## config.mk

```make
export PLATFORM = sky130hd
export DESIGN_NAME = button_chord_level_control_core
export DESIGN_NICKNAME = d
export VERILOG_FILES = /design/src/sv/bclc_pkg.sv /design/src/sv/bclc_front.sv /design/src/sv/bclc_queue.sv /design/src/sv/bclc_back.sv /design/src/sv/button_chord_level_control_core.sv
export SDC_FILE = /design/constraint.sdc
export NUM_CORES = 1
export LEC_CHECK = 0
export BUFFER_PORTS_ARGS = -buffer_cell sky130_fd_sc_hd__buf_2
export CORE_MARGIN = 1
export CORE_UTILIZATION = 40
export DETAILED_ROUTE_END_ITERATION = 8
export PLACE_DENSITY = 0.63
export SLEW_MARGIN = 40
export SYNTH_ARGS = -nofsm -noshare
export SYNTH_HDL_FRONTEND = slang
export SYNTH_SLANG_ARGS = --single-unit
```

## constraint.sdc

```tcl
create_clock -name clk -period 4.5 [get_ports clk]
set_clock_uncertainty 0.15 [all_clocks]
set_input_delay 0.675 -clock clk [delete_from_list [all_inputs] [get_ports clk]]
set_output_delay 0.675 -clock clk [all_outputs]
set_load 0.005 [all_outputs]
```

## src/sv/bclc_pkg.sv

```systemverilog
// Shared types, key codes and defaults for the key-chord level control.
package bclc_pkg;

  // Key identifiers as they arrive on key_id
  localparam logic [3:0] KEY_MENU   = 4'd0;
  localparam logic [3:0] KEY_PWR    = 4'd1;
  localparam logic [3:0] KEY_SELECT = 4'd2;
  localparam logic [3:0] KEY_START  = 4'd3;
  localparam logic [3:0] KEY_L1     = 4'd4;
  localparam logic [3:0] KEY_L2     = 4'd5;
  localparam logic [3:0] KEY_MINUS  = 4'd6;
  localparam logic [3:0] KEY_R1     = 4'd7;
  localparam logic [3:0] KEY_R2     = 4'd8;
  localparam logic [3:0] KEY_PLUS   = 4'd9;

  // Key values as they arrive on key_value
  localparam logic [1:0] VAL_RELEASED = 2'd0;
  localparam logic [1:0] VAL_PRESSED  = 2'd1;
  localparam logic [1:0] VAL_REPEAT   = 2'd2;

  // Level limits
  localparam int VOLUME_MAX_DEF     = 20;
  localparam int BRIGHTNESS_MAX_DEF = 10;

  // Port widths
  localparam int VOLUME_W     = 5;
  localparam int BRIGHTNESS_W = 4;

  // Queue depth between front and back
  localparam int QUEUE_DEPTH = 2;

  // Classified operation handed from front to back
  typedef enum logic [2:0] {
    OP_NONE,
    OP_SET_MENU,
    OP_SET_POWER,
    OP_SET_SELECT,
    OP_SET_START,
    OP_LEVEL
  } op_t;

  typedef struct packed {
    op_t  op;
    logic press;  // held value for modifiers, pressed for level keys
    logic rpt;    // level key repeat
    logic up;     // level key steps upwards
    logic plus;   // model with dedicated volume keys
  } cmd_t;

endpackage

```

## src/sv/bclc_front.sv

```systemverilog
// Front end: holds the model register, accepts key events and classifies them.
module bclc_front (
  input  logic            clk,
  input  logic            rst,
  input  logic            cfg_write,
  input  logic            cfg_data,
  input  logic [3:0]      key_id,
  input  logic [1:0]      key_value,
  output bclc_pkg::cmd_t  cmd
);
  import bclc_pkg::*;

  logic plus_model;
  logic active;

  // Model register
  always_ff @(posedge clk) begin
    if (rst) begin
      plus_model <= 1'b0;
    end else if (cfg_write) begin
      plus_model <= cfg_data;
    end
  end

  // Shoulder keys are dead on the plus model
  assign active = !plus_model || (key_id == KEY_MINUS) || (key_id == KEY_PLUS);

  // Event decode
  always_comb begin
    cmd.op    = OP_NONE;
    cmd.press = (key_value == VAL_PRESSED);
    cmd.rpt   = (key_value == VAL_REPEAT);
    cmd.up    = 1'b0;
    cmd.plus  = plus_model;
    if (key_value != VAL_RELEASED && key_value != VAL_PRESSED &&
        key_value != VAL_REPEAT) begin
      cmd.op = OP_NONE;
    end else begin
      unique case (key_id) inside
        KEY_MENU: begin
          cmd.op = cmd.rpt ? OP_NONE : OP_SET_MENU;
        end
        KEY_PWR: begin
          cmd.op = cmd.rpt ? OP_NONE : OP_SET_POWER;
        end
        KEY_SELECT: begin
          cmd.op = cmd.rpt ? OP_NONE : OP_SET_SELECT;
        end
        KEY_START: begin
          cmd.op = cmd.rpt ? OP_NONE : OP_SET_START;
        end
        KEY_L1, KEY_L2, KEY_MINUS: begin
          cmd.op = active ? OP_LEVEL : OP_NONE;
        end
        KEY_R1, KEY_R2, KEY_PLUS: begin
          cmd.op = active ? OP_LEVEL : OP_NONE;
          cmd.up = 1'b1;
        end
        default: begin
          cmd.op = OP_NONE;
        end
      endcase
    end
  end

endmodule

```

## src/sv/bclc_queue.sv

```systemverilog
// Short command queue between the front and back ends.
module bclc_queue #(
  parameter int DEPTH = bclc_pkg::QUEUE_DEPTH
) (
  input  logic            clk,
  input  logic            rst,
  input  logic            push,
  input  bclc_pkg::cmd_t  push_cmd,
  input  logic            pop,
  output bclc_pkg::cmd_t  head_cmd,
  output logic            full,
  output logic            empty
);
  import bclc_pkg::*;

  localparam int PTR_W = (DEPTH > 1) ? $clog2(DEPTH) : 1;
  localparam int CNT_W = $clog2(DEPTH + 1);

  cmd_t             entry [DEPTH];
  logic [PTR_W-1:0] wr_ptr;
  logic [PTR_W-1:0] rd_ptr;
  logic [CNT_W-1:0] count;

  assign full     = (count == CNT_W'(DEPTH));
  assign empty    = (count == '0);
  assign head_cmd = entry[rd_ptr];

  // Entry storage
  always_ff @(posedge clk) begin
    if (push) begin
      entry[wr_ptr] <= push_cmd;
    end
  end

  // Pointers and fill count
  always_ff @(posedge clk) begin
    if (rst) begin
      wr_ptr <= '0;
      rd_ptr <= '0;
      count  <= '0;
    end else begin
      if (push) begin
        wr_ptr <= (wr_ptr == PTR_W'(DEPTH - 1)) ? '0 : wr_ptr + 1'b1;
      end
      if (pop) begin
        rd_ptr <= (rd_ptr == PTR_W'(DEPTH - 1)) ? '0 : rd_ptr + 1'b1;
      end
      if (push && !pop) begin
        count <= count + 1'b1;
      end else if (pop && !push) begin
        count <= count - 1'b1;
      end
    end
  end

endmodule

```

## src/sv/bclc_back.sv

```systemverilog
// Back end: key-held flags, repeat toggle, clamped levels and the result register.
module bclc_back #(
  parameter int MAX_VOLUME     = bclc_pkg::VOLUME_MAX_DEF,
  parameter int MAX_BRIGHTNESS = bclc_pkg::BRIGHTNESS_MAX_DEF
) (
  input  logic                              clk,
  input  logic                              rst,
  input  bclc_pkg::cmd_t                    cmd,
  input  logic                              cmd_avail,
  output logic                              cmd_pop,
  output logic                              out_valid,
  input  logic                              out_stall,
  output logic [bclc_pkg::VOLUME_W-1:0]     volume_level,
  output logic [bclc_pkg::BRIGHTNESS_W-1:0] brightness_level,
  output logic                              shutdown_request
);
  import bclc_pkg::*;

  logic                    menu_held, power_held, select_held, start_held;
  logic                    repeat_phase;
  logic [VOLUME_W-1:0]     volume;
  logic [BRIGHTNESS_W-1:0] brightness;
  logic                    shut;

  logic                    menu_held_next, power_held_next;
  logic                    select_held_next, start_held_next;
  logic                    repeat_phase_next;
  logic [VOLUME_W-1:0]     volume_next;
  logic [BRIGHTNESS_W-1:0] brightness_next;
  logic                    shut_next;
  logic                    eff, vol_sel, bri_sel;

  // Advance when the result slot is free or being taken
  assign cmd_pop = cmd_avail && (!out_valid || !out_stall);

  // Execute one command
  always_comb begin
    menu_held_next    = menu_held;
    power_held_next   = power_held;
    select_held_next  = select_held;
    start_held_next   = start_held;
    repeat_phase_next = repeat_phase;
    volume_next       = volume;
    brightness_next   = brightness;
    eff               = 1'b0;
    vol_sel           = 1'b0;
    bri_sel           = 1'b0;

    unique case (cmd.op)
      OP_SET_MENU:   menu_held_next   = cmd.press;
      OP_SET_POWER:  power_held_next  = cmd.press;
      OP_SET_SELECT: select_held_next = cmd.press;
      OP_SET_START:  start_held_next  = cmd.press;
      OP_LEVEL: begin
        // every second repeat counts as a press
        if (cmd.rpt) begin
          eff               = repeat_phase;
          repeat_phase_next = !repeat_phase;
        end else begin
          eff               = cmd.press;
          repeat_phase_next = 1'b0;
        end
        vol_sel = (cmd.plus && !menu_held) || (select_held && !start_held);
        bri_sel = (cmd.plus && menu_held) || (start_held && !select_held);
        if (eff && vol_sel) begin
          if (cmd.up) begin
            if (volume < VOLUME_W'(MAX_VOLUME)) volume_next = volume + 1'b1;
          end else if (volume != '0) begin
            volume_next = volume - 1'b1;
          end
        end else if (eff && bri_sel) begin
          if (cmd.up) begin
            if (brightness < BRIGHTNESS_W'(MAX_BRIGHTNESS)) begin
              brightness_next = brightness + 1'b1;
            end
          end else if (brightness != '0) begin
            brightness_next = brightness - 1'b1;
          end
        end
      end
      default: ;
    endcase

    // Menu and power together: shutdown pulse, both flags dropped
    shut_next = menu_held_next && power_held_next;
    if (shut_next) begin
      menu_held_next  = 1'b0;
      power_held_next = 1'b0;
    end
  end

  // State and result registers
  always_ff @(posedge clk) begin
    if (rst) begin
      menu_held    <= 1'b0;
      power_held   <= 1'b0;
      select_held  <= 1'b0;
      start_held   <= 1'b0;
      repeat_phase <= 1'b0;
      volume       <= '0;
      brightness   <= '0;
      shut         <= 1'b0;
      out_valid    <= 1'b0;
    end else begin
      if (cmd_pop) begin
        menu_held    <= menu_held_next;
        power_held   <= power_held_next;
        select_held  <= select_held_next;
        start_held   <= start_held_next;
        repeat_phase <= repeat_phase_next;
        volume       <= volume_next;
        brightness   <= brightness_next;
        shut         <= shut_next;
        out_valid    <= 1'b1;
      end else if (!out_stall) begin
        out_valid <= 1'b0;
      end
    end
  end

  assign volume_level     = volume;
  assign brightness_level = brightness;
  assign shutdown_request = shut;

endmodule

```

## src/sv/button_chord_level_control_core.sv

```systemverilog
// Top level of the key-chord level control: front end, command queue and back end.
//
//  channel | signals                                    | flow
//  --------+--------------------------------------------+----------------------
//  events  | in_valid, in_stall, key_id, key_value      | into the block
//  results | out_valid, out_stall, volume_level,        | out of the block
//          | brightness_level, shutdown_request         |
//  config  | cfg_write, cfg_data                        | into the block
//
//  One event per cycle sustained while out_stall is low. An event enters the queue
//  at the edge it is taken; the back end registers its result from the queue
//  head once the result register is free or being taken.
//  The two-entry queue sets how far the front runs ahead of a stalled output.
//  rst is synchronous: levels, key flags, repeat toggle and model bit go to zero.
//  in_stall is high during reset and while the queue is full.
module button_chord_level_control_core #(
  parameter int MAX_VOLUME     = bclc_pkg::VOLUME_MAX_DEF,
  parameter int MAX_BRIGHTNESS = bclc_pkg::BRIGHTNESS_MAX_DEF
) (
  input  logic                              clk,
  input  logic                              rst,
  input  logic                              cfg_write,
  input  logic                              cfg_data,
  input  logic                              in_valid,
  output logic                              in_stall,
  input  logic [3:0]                        key_id,
  input  logic [1:0]                        key_value,
  output logic                              out_valid,
  input  logic                              out_stall,
  output logic [bclc_pkg::VOLUME_W-1:0]     volume_level,
  output logic [bclc_pkg::BRIGHTNESS_W-1:0] brightness_level,
  output logic                              shutdown_request
);
  import bclc_pkg::*;

  cmd_t front_cmd;
  cmd_t head_cmd;
  logic q_full, q_empty, q_push, q_pop;

  assign in_stall = rst || q_full;
  assign q_push   = in_valid && !in_stall;

  bclc_front u_front (
    .clk       (clk),
    .rst       (rst),
    .cfg_write (cfg_write),
    .cfg_data  (cfg_data),
    .key_id    (key_id),
    .key_value (key_value),
    .cmd       (front_cmd)
  );

  bclc_queue #(
    .DEPTH (QUEUE_DEPTH)
  ) u_queue (
    .clk      (clk),
    .rst      (rst),
    .push     (q_push),
    .push_cmd (front_cmd),
    .pop      (q_pop),
    .head_cmd (head_cmd),
    .full     (q_full),
    .empty    (q_empty)
  );

  bclc_back #(
    .MAX_VOLUME     (MAX_VOLUME),
    .MAX_BRIGHTNESS (MAX_BRIGHTNESS)
  ) u_back (
    .clk              (clk),
    .rst              (rst),
    .cmd              (head_cmd),
    .cmd_avail        (!q_empty),
    .cmd_pop          (q_pop),
    .out_valid        (out_valid),
    .out_stall        (out_stall),
    .volume_level     (volume_level),
    .brightness_level (brightness_level),
    .shutdown_request (shutdown_request)
  );

endmodule

```

==> results.json <==
{
  "outcome": "complete, no violations",
  "clockPowerShare_pct": 29.7,
  "final.period_utilization_pct": 64.89,
  "synth_fp_nets": 202,
  "hold_path_class": "register to register",
  "crit_top_cell": "a21oi_1",
  "seq_area_frac_synth_pct": 46.30,
  "slew_violations": 0,
  "num_rows": 24,
  "crit_type": "register to register",
  "clkTransAtPathRegs_ns": 0.08,
  "cp_data_arrival_time_ns": 2.99,
  "tns_ns": 0,
  "synthDistinctLibCells": 41,
  "p_seq_share_pct": 43.8,
  "syn_avg_cell_area_um2": 10.22,
  "netlist_instances": 182,
  "synthFlopType": "dfxtp_1",
  "num_vias": 1428,
  "path_max_fanout": 14,
  "cts_setup_buffers": 0,
  "switchingPower_uw": 296.7,
  "power_leakage_uw": 0.0008559,
  "internal_power_uw": 650.6,
  "drt-vias-per-instance": 5.471,
  "initial_utilization_pct": 42.12,
  "syn_area_mm2": 0.001859,
  "fillCellCount": 411,
  "gp_congestion": 0.7552,
  "pin_count": 24,
  "cts_hold_buf": 0,
  "setup_ws_ns": 1.580,
  "period_minus_slack_ns": 2.920,
  "fmax_ghz": 0.3425,
  "drt_iter0_markers": 54,
  "end_kind": "register",
  "cts_buffers": 5,
  "areaGrowthSynthToFinish_pct": 15.21,
  "combPwrFrac_pct": 26.5,
  "die_w_um": 70.18,
  "cpPeakStageDelay_ns": 0.65,
  "cts-resized-gates": 0,
  "ys_warn_count": 0,
  "yosysTopAreaCell": "dfxtp_1",
  "finalSetupViolCount": 0,
  "drive_gt1_share_pct": 20.10,
  "grt_usage_pct": 15.94,
  "grt_first_pass_wirelength_um": 6210,
  "antenna_cells": 0,
  "slew-limit-headroom_pct": 50.30,
  "synth_seq_cells": 36,
  "pre_cts_ws_ns": 1.370,
  "path_cells": "mux2i_2, ha_1, a21o_1, a21oi_1, xor2_1, or4_1, a21oi_1",
  "peakVddDrop_v": 0.0002318,
  "drv_cap": 0,
  "cts_root_buf": "clkbuf_8",
  "nNetsFinal": 228,
  "yosysTopAreaCellShare_pct": 23.69,
  "firstDrtPassIters": 4,
  "cts_buffer_depth": 2,
  "port_buffers": 23,
  "insertion_delay_ns": 0.29,
  "post_drt_wl_per_cell_um": 13.51,
  "grt_overflow": 0,
  "synthArstFlopShare_pct": 0,
  "grt_pass1_vias": 1374,
  "slowest_stage": "dfxtp_1",
  "switching_share_pct": 31.32,
  "rsz0062_at_grt": "no",
  "antenna_found_initial": 0,
  "worstSetupStartpointType": "register",
  "hold_viol": 0,
  "drc": 0,
  "finalPower_uw": 947.3,
  "crit_family": "flip-flops",
  "core_mm2": 0.004414,
  "ant_nets": 0,
  "grt_max_degree": 24,
  "h-tree-depth": 2,
  "worst-slew-pin-transition_ns": 0.7455,
  "fp.dieH_um": 70.18,
  "dieArea_mm2": 0.004925,
  "p_per_area_mw_per_mm2": 442.2,
  "cp.required_ns": 4.57,
  "ys_top_cells_by_area": "dfxtp_1 (24%), edfxtp_1 (23%), a21oi_1 (5.7%), mux2i_1 (4.8%), ha_1 (4.0%)",
  "cts.sinks": 36,
  "cts_tree": "done",
  "totalWireLength_um": 3525,
  "synth_edf_count": 14,
  "post-dp-hpwl_um": 2489,
  "path_buf_inv": 0
}
cells by family (layout without fill, tap and decap cells):
group           Yosys count  count (layout)  share of synthesized area, %
buf+inv                  10              37                         2.422
fa+ha+maj                 8               8                         6.191
simple gates             56              56                         17.03
compound gates           49              49                         16.08
xor+xnor                 10              10                         4.710
flops                    36              36                         46.30
mux                      13              13                         7.268
metal layers:
layer / vias to the layer above / wire length (µm) / part of all wire, % / track usage (%)
met1: 661 / 1789 / 51 / 20.61
met3: 4 / 143 / 4.1 / 5.916
met4: 0 / 29 / 0.82 / 4.222
met2: 25 / 1562 / 44 / 25.11
li1: 738 / - / - / -
met5: - / 0 / 0 / 0
path summary, 6_finish.rpt:
| kind | slack (ns) | depth (start not counted) | from | endpoint |
|---|---|---|---|---|
| min | 0.30 | 2 | u_back.shutdown_request | u_back.shutdown_request |
| max | 1.58 | 7 | register | u_back.volume_level[4] |
| max reg2reg | 1.58 | 7 | register | u_back.volume_level[4] |
| min reg2reg | 0.30 | 2 | u_back.shutdown_request | u_back.shutdown_request |
worst min-delay path: cells and delay by family (launching register included):
kind            cells  cell delay [ns]
compound gates      1             0.05
flops               1             0.31
simple gates        1             0.05
through the flow:
| stage | util, % | std cells | cell area (µm²) | hold WS (ns) |
|---|---|---|---|---|
| 6_report | 48.53 | 261 | 2142 | 0.2993 |
| 5_1_grt | 48.53 | 261 | 2142 | 0.3238 |
| 4_1_cts | 48.44 | 261 | 2138 | 0.3021 |
| 3_5_place_dp | 45.92 | 253 | 2027 | 0.2920 |
| 3_3_place_gp | 45.78 | 253 | 2021 | 0.2870 |
| 2_1_floorplan | - | 182 | 1859 | 0.2784 |
registers in the layout, summed over array words and instances, names as in the netlist, named ones only:
signal	cells
u_queue.count	2
u_back.select_held	1
u_back.out_valid	1
u_back.start_held	1
u_front.plus_model	1
u_back.menu_held	1
u_back.repeat_phase	1
u_back.power_held	1
u_back.volume_level	5
u_queue.rd_ptr	1
u_back.shutdown_request	1
u_queue.entry	14
u_queue.wr_ptr	1
u_back.brightness_level	4
cells in the mapped netlist, types with 2 or more instances:
cell type / count
nor2_1: 15
fa_1: 2
ha_1: 6
nor3_1: 4
and3b_1: 2
o21ai_0: 11
mux2_2: 4
xnor2_1: 4
a31oi_1: 2
nand2_1: 7
inv_1: 5
nor2b_1: 2
o31ai_1: 2
a311oi_1: 3
or3b_2: 2
nand3_1: 4
or3_1: 4
clkbuf_1: 4
nor3b_1: 3
nand3b_1: 2
mux2i_1: 9
a21oi_1: 21
dfxtp_1: 22
a21o_1: 3
or4_1: 3
xor2_1: 6
edfxtp_1: 14
nor4_1: 3
layout by cell type (no fill, tap or decap), types with 3 or more instances in the layout:
master / n
a21o_1: 3
a21oi_1: 21
a311oi_1: 3
buf_2: 23
clkbuf_8: 5
dfxtp_1: 22
edfxtp_1: 14
ha_1: 6
inv_1: 5
mux2_2: 4
mux2i_1: 8
nand2_1: 7
nand3_1: 4
nor2_1: 15
nor3_1: 4
nor3b_1: 3
o21ai_0: 11
or3_1: 4
or4_1: 3
xnor2_1: 4
xor2_1: 6
cell type report:
class / instances / area [µm²] / share of cell area (%)
multi-input combinational: 136 / 963.4 / 44.98
sequential: 36 / 860.8 / 40.19
timing repair buffer: 24 / 122.6 / 5.724
clock buffer: 5 / 68.82 / 3.213
tap: 52 / 65.06 / 3.037
clock inverter: 3 / 42.54 / 1.986
inverter: 5 / 18.77 / 0.8762
power groups by stage:
stage | Combinational, µW | Clock, µW | Sequential, µW
finish | 251 | 281 | 415
global route | 287 | 307 | 421
CTS | 252 | 287 | 413
detailed placement | 249 | 0 | 420
global placement | 246 | 0 | 419
floorplan | 206 | 0 | 404
(Power assumes the default switching activity.)
